--- src/design/rfcs_pkg.sv ---
// Shared types, widths and constants of the cosine and sine feature pipeline.
package rfcs_pkg;

  // Number of rotation cells in the chain (valid range 12 to 32).
  localparam int unsigned CORDIC_STAGES = 24;

  localparam int unsigned XW = 33;  // width of the rotator x and y words
  localparam int unsigned ZW = 34;  // width of the residual phase word
  localparam int unsigned SW = 5;   // width of a cell's stage index

  // One turn is 2^32; TURN_K is 1/(2 pi) as a Q0.64 fraction.
  localparam logic [31:0] TURN_K_HI = 32'h28BE_60DB;
  localparam logic [31:0] TURN_K_LO = 32'h9391_054A;

  // Gain compensation of the rotator in Q2.30.
  localparam logic signed [XW-1:0] CORDIC_GAIN = XW'(652032874);

  typedef enum logic [1:0] {
    QUAD_0,
    QUAD_90,
    QUAD_180,
    QUAD_270
  } rfcs_quad_e;

  // Item travelling along the rotator chain.
  typedef struct packed {
    logic                   valid;
    rfcs_quad_e             quad;
    logic signed [XW-1:0]   x;
    logic signed [XW-1:0]   y;
    logic signed [ZW-1:0]   z;
  } rfcs_rot_t;

  // atan(2^-i) / (2 pi) as a Q0.32 fraction of a turn, rounded.
  localparam logic [31:0] ATAN_TURNS [32] = '{
    32'h2000_0000, 32'h12E4_051E, 32'h09FB_385B, 32'h0511_11D4,
    32'h028B_0D43, 32'h0145_D7E1, 32'h00A2_F61E, 32'h0051_7C55,
    32'h0028_BE53, 32'h0014_5F2F, 32'h000A_2F98, 32'h0005_17CC,
    32'h0002_8BE6, 32'h0001_45F3, 32'h0000_A2FA, 32'h0000_517D,
    32'h0000_28BE, 32'h0000_145F, 32'h0000_0A30, 32'h0000_0518,
    32'h0000_028C, 32'h0000_0146, 32'h0000_00A3, 32'h0000_0051,
    32'h0000_0029, 32'h0000_0014, 32'h0000_000A, 32'h0000_0005,
    32'h0000_0003, 32'h0000_0001, 32'h0000_0001, 32'h0000_0000
  };

endpackage

--- src/design/rfcs_cell.sv ---
// One rotation cell of the CORDIC chain.
module rfcs_cell import rfcs_pkg::*; (
  input  logic          clk_i,
  input  logic          rst_ni,
  input  logic          en_i,
  input  logic [SW-1:0] stage_i,
  input  rfcs_rot_t     rot_i,
  output rfcs_rot_t     rot_o
);

  logic       valid_q;
  rfcs_rot_t  data_q;
  rfcs_rot_t  data_d;

  logic signed [XW-1:0] dx, dy;
  logic signed [ZW-1:0] ang;

  assign dx  = rot_i.y >>> stage_i;
  assign dy  = rot_i.x >>> stage_i;
  assign ang = $signed({{(ZW-32){1'b0}}, ATAN_TURNS[stage_i]});

  always_comb begin
    data_d       = rot_i;
    data_d.valid = 1'b0;
    if (!rot_i.z[ZW-1]) begin
      data_d.x = rot_i.x - dx;
      data_d.y = rot_i.y + dy;
      data_d.z = rot_i.z - ang;
    end else begin
      data_d.x = rot_i.x + dx;
      data_d.y = rot_i.y - dy;
      data_d.z = rot_i.z + ang;
    end
  end

  always_ff @(posedge clk_i or negedge rst_ni) begin
    if (!rst_ni) begin
      valid_q <= 1'b0;
    end else if (en_i) begin
      valid_q <= rot_i.valid;
    end
  end

  always_ff @(posedge clk_i) begin
    if (en_i) begin
      data_q <= data_d;
    end
  end

  always_comb begin
    rot_o       = data_q;
    rot_o.valid = valid_q;
  end

endmodule

--- config.mk ---
export PLATFORM = sky130hd
export DESIGN_NAME = rfcs_cell
export DESIGN_NICKNAME = d
export VERILOG_FILES = /design/src/design/rfcs_pkg.sv /design/src/design/rfcs_cell.sv
export SDC_FILE = /design/constraint.sdc
export NUM_CORES = 1
export LEC_CHECK = 0
export BUFFER_PORTS_ARGS = -buffer_cell sky130_fd_sc_hd__buf_4
export CORE_MARGIN = 8
export CORE_UTILIZATION = 60
export CTS_CLUSTER_DIAMETER = 50
export DETAILED_ROUTE_END_ITERATION = 10
export PLACE_DENSITY = 0.88
export SLEW_MARGIN = 20
export SYNTH_ARGS = -nofsm -noshare
export SYNTH_HDL_FRONTEND = slang
export SYNTH_SLANG_ARGS = --single-unit
--- constraint.sdc ---
create_clock -name clk_i -period 1.7 [get_ports clk_i]
set_clock_uncertainty 0.2 [all_clocks]
set_input_delay 0.17 -clock clk_i [delete_from_list [all_inputs] [get_ports clk_i]]
set_output_delay 0.17 -clock clk_i [all_outputs]
set_load 0.02 [all_outputs]
==> qor.yml, run 1 <==
pre_cts_ws_ns: -4.188
ctsHoldBuffers: 5
rows: 59
lastStage: "4_1_cts"
syn_area_um2: 15500
ys_async_sr_fraction: 0.009709
synth_top_flop_cell: "edfxtp_1"
synth_edf_count: 102
cts_buffers: 9
post_cts_buffers: 81
initial_utilization: 0.6035
die_w_um: 176.7
synth_seq_area_share: 0.1992
hpwl_mm: 64.10
synth_cells: 1734
cts_resized: 298
cts-htree-levels: 3
error: "[ERROR DPL-0033] detailed placement checks failed during check placement."
clock_tree.root_cell: "clkbuf_16"
synth_seq_cells: 103
syn_nets: 1956
place.gp.congestion: 1.291
die-height_um: 176.7
status: "aborted with a tool error"
cts.sinks: 103
cts_max_path_buffers: 2
synth_area_per_cell_um2: 8.941
io_pins: 214
portBuffers: 213
dpl.cell_count: 2913
synth_warnings: 0
synth.distinct_cells: 108
==> synth_stat cells, drive strengths merged (7+ instances only) <==
cell type    n  area, um2
nor3        33      186.4
a21oi      145      729.5
nor4         7      101.3
nor2b       16      100.1
and2        22      137.6
inv         58      217.7
buf         59      384.1
o21ai       87      435.4
nand4        8      56.30
o221ai      12      117.6
nand2      152      570.6
a311oi       7      73.82
and3        19      118.9
xnor2       97      849.6
a221oi      10      117.6
a211o        9      78.83
a31oi       32      200.2
o21a        25      187.7
o21bai      14      105.1
o31ai       11      87.58
a21boi      15      116.4
a22oi       11      82.58
xor2        72      630.6
clkbuf      34      127.6
o211ai      16      120.1
mux2        32      375.4
mux2i       58      605.6
a211oi      27      212.7
a21o        37      277.8
or2         15      93.84
mux4        73       1652
o22ai       15      93.84
edfxtp     102       3063
nor2       135      509.2
ha         108       1351
nand2b      30      187.7
nor3b        7      52.55
nand3       29      160.2
==> metrics by stage <==
step / utilization / area (um2)
floorplan: - / 15850
global placement: 0.8921 / 22920
detailed placement: 0.8921 / 22920
==> logic make-up after synthesis <==
logic type,Yosys count,synth area share
AND/OR/NAND/NOR,501,0.1626
buffers and inverters,151,0.04705
multiplexers,163,0.1698
adder cells (fa/ha/maj),111,0.09103
flip-flops,103,0.1992
AO/OA/AOI/OAI,536,0.2348
XOR/XNOR,169,0.09547
==> run 2: changes to the inputs <==
- CORE_UTILIZATION: 60 -> 40
- CTS_CLUSTER_DIAMETER: 50 -> not set
- PLACE_DENSITY: 0.88 -> not set
- PLACE_DENSITY_LB_ADDON: not set -> 0.15
==> qor.yml, run 2 <==
slowest_delay_ns: 0.50
setup_viol: 100
cts_tree: "built"
hold_slack_ns: -0.1357
vias: 18760
clk_pin_slew_ns: 0.08
synth_top_family_by_area: "compound AO/OA/AOI/OAI gates"
die_w_um: 212.9  # +20%
post-synth-top-count-cell: "nand2_1"
layout_setup_ws_ns: -3.311
layout_min_cycle_time_ns: 5.011
crit_arrival_ns: 4.96
startpoint_type: "primary input"
drc: 0
ctsHoldBuffers: 5  # unchanged
syn_nets: 1956  # unchanged
power.density_nw_per_um2: 777.3
crit_fanout: 5
fin_cells: 3273
critPathSlowestCell: "mux4_2"
yosys.area.top_type: "edfxtp_1"
rows: 72  # +22%
synth_warnings: 0  # unchanged
via_per_inst: 5.733
die-height_um: 212.9  # +20%
hold_class: "in -> reg"
clock_tree.root_cell: "clkbuf_16"
cts.sinks: 103  # unchanged
pre_cts_ws_ns: -3.985  # +0.2036 ns
drt_pass1_iterations: 6
synthToLayoutAreaGrowth_pct: 69.34
ir_drop_v: 0.0008519
antenna_found_initial: 0
dpl.cell_count: 3174  # +9.0%
critPathCaptureType: "flop"
crit_type: "in -> reg"
synth-simple-area-share: 0.1626  # unchanged
crit_required_ns: 1.65
cts_max_path_buffers: 2  # unchanged
fmax_mhz: 199.6
syn_area_um2: 15500  # unchanged
antenna-diode-count: 0
place.gp.congestion: 1.009  # -22%
synth_common_cells: "152 x nand2_1, 144 x a21oi_1, 134 x nor2_1, 108 x ha_1, 102 x edfxtp_1"
synth.area.mux_share: 0.1698  # unchanged
overflow: 0
nNetsFinal: 2972
fin_crit_sh: 2.948
slew_viol_final: 0
synth.distinct_cells: 108  # unchanged
synth_fa_ha_area_frac: 0.09103  # unchanged
synth_cells: 1734  # unchanged
initial_utilization: 0.4030  # -0.2005
synth_top_flop_cell: "edfxtp_1"
dieArea_um2: 45320
fin_tns_setup_ns: -248.96
io_pins: 214  # unchanged
routed_wl_mm: 73.41
status: "finished with violations"
cts-htree-levels: 3  # unchanged
path_buf_inv: 6
grt_max_degree: 59
power_uw: 20410
worst_pin_slew_ns: 0.8893
avgRoutedWirePerCell_um: 22.43
drt_first_iter_violations: 1764
synth_seq_area_share: 0.1992  # unchanged
clk_latency_ns: 0.40
synth_area_per_cell_um2: 8.941  # unchanged
cts_buffers: 9  # unchanged
synth_seq_cells: 103  # unchanged
synth-compound-area-share: 0.2348  # unchanged
core_um2: 38470
slew_headroom: 0.4058
synth_xor_area_frac: 0.09547  # unchanged
power.leakage_uw: 0.01189
layout_commonest_cell: "buf_4"
hold_viol: 2
ys_async_sr_fraction: 0.009709  # unchanged
grt_pass1_vias: 18940
synth_edf_count: 102  # unchanged
grt_usage: 0.3146
grt_pass1_wl_mm: 110.0
violations: "hold timing, setup timing"
largest_reg_flops: 102
portBuffers: 213  # unchanged
ys_top_cells_by_area: "edfxtp_1 20%, mux4_2 10%, ha_1 8.7%"
placed_area_um2: 23780  # +3.8%
critical-path-top-delay-family: "compound AO/OA/AOI/OAI gates"
drv_cap: 0
rsz0062_at_grt: "true"
synth_top_area_frac: 0.1976  # unchanged
drive_gt1_frac: 0.5488
fin_area_um2: 26250
final_antenna_net_count: 0
hpwl_mm: 58.58  # -8.6%
final_cell_mix: "1027 x buf_4, 141 x nand2_1, 108 x nor2_1"
## run 2: cell counts after synthesis
Identical to the previous run, type by type.
## run 2: report_power, final
part           switching (uW)  leakage [uW]  internal, uW
Clock                    1150      0.000127           999
Combinational            7120        0.0108          7180
Sequential                195       0.00101          3770
Total                    8460        0.0119         11900
## run 2: what timing repair did
action | CTS | global route
gates resized for setup | 193 | 134
setup endpoints to repair | 100 | 100
endpoints found under the hold margin | 6 | 2
gates cloned | 1 | 0
pin swaps | 94 | 105
buffers inserted | 60 | 25
## run 2: layer usage
metal | up-vias | share of wire | global-route usage
met1 | 9183 | 0.42 | 0.4103
met3 | 158 | 0.064 | 0.04007
met5 | - | 0 | 0
met4 | 0 | 0.036 | 0.1176
met2 | 767 | 0.48 | 0.5269
li1 | 8656 | - | -
## run 2: path summary, 6_finish.rpt
path	startpoint	to	slack (ns)	cells after the start
setup / recovery	stage_i[0]	rot_o[99]	-3.31	25
hold / removal	rot_i[0]	rot_o[0]	-0.14	2
setup reg to reg	valid_q	valid_q	0.75	1
hold reg to reg	valid_q	valid_q	0.32	1
max in group asynchronous	rst_ni	valid_q	0.75	3
min in group asynchronous	rst_ni	valid_q	0.44	3
## run 2: area by class of cell
class	instances	area, um2
Clock buffer	10	229.0
Clock inverter	6	45.04
Fill cell	3073	12210
Inverter	58	221.5
Multi-Input combinational cell	1480	13260
Sequential cell	103	3088
Tap cell	518	648.1
Timing Repair Buffer	1098	8761
## run 2: cell families (layout without fill, tap and decap cells)
kind of cell               after synthesis  in the layout
AOI/OAI and AO/OA                      536            536
muxes                                  163            163
xor gates and xnor gates               169            169
and+or+nand+nor                        501            501
DFF                                    103            103
adders and majority gates              111            111
buffers and inverters                  151           1172
## run 2: stage by stage
step / hold slack [ns] / utilization
2_1_floorplan: -0.3256 / -
3_3_place_gp: -0.2545 / 0.6183
3_5_place_dp: -0.2537 / 0.6183
4_1_cts: -0.1558 / 0.6623
5_1_grt: -0.1287 / 0.6825
6_report: -0.1357 / 0.6825
Note: power is estimated with default switching activity, not from simulation.
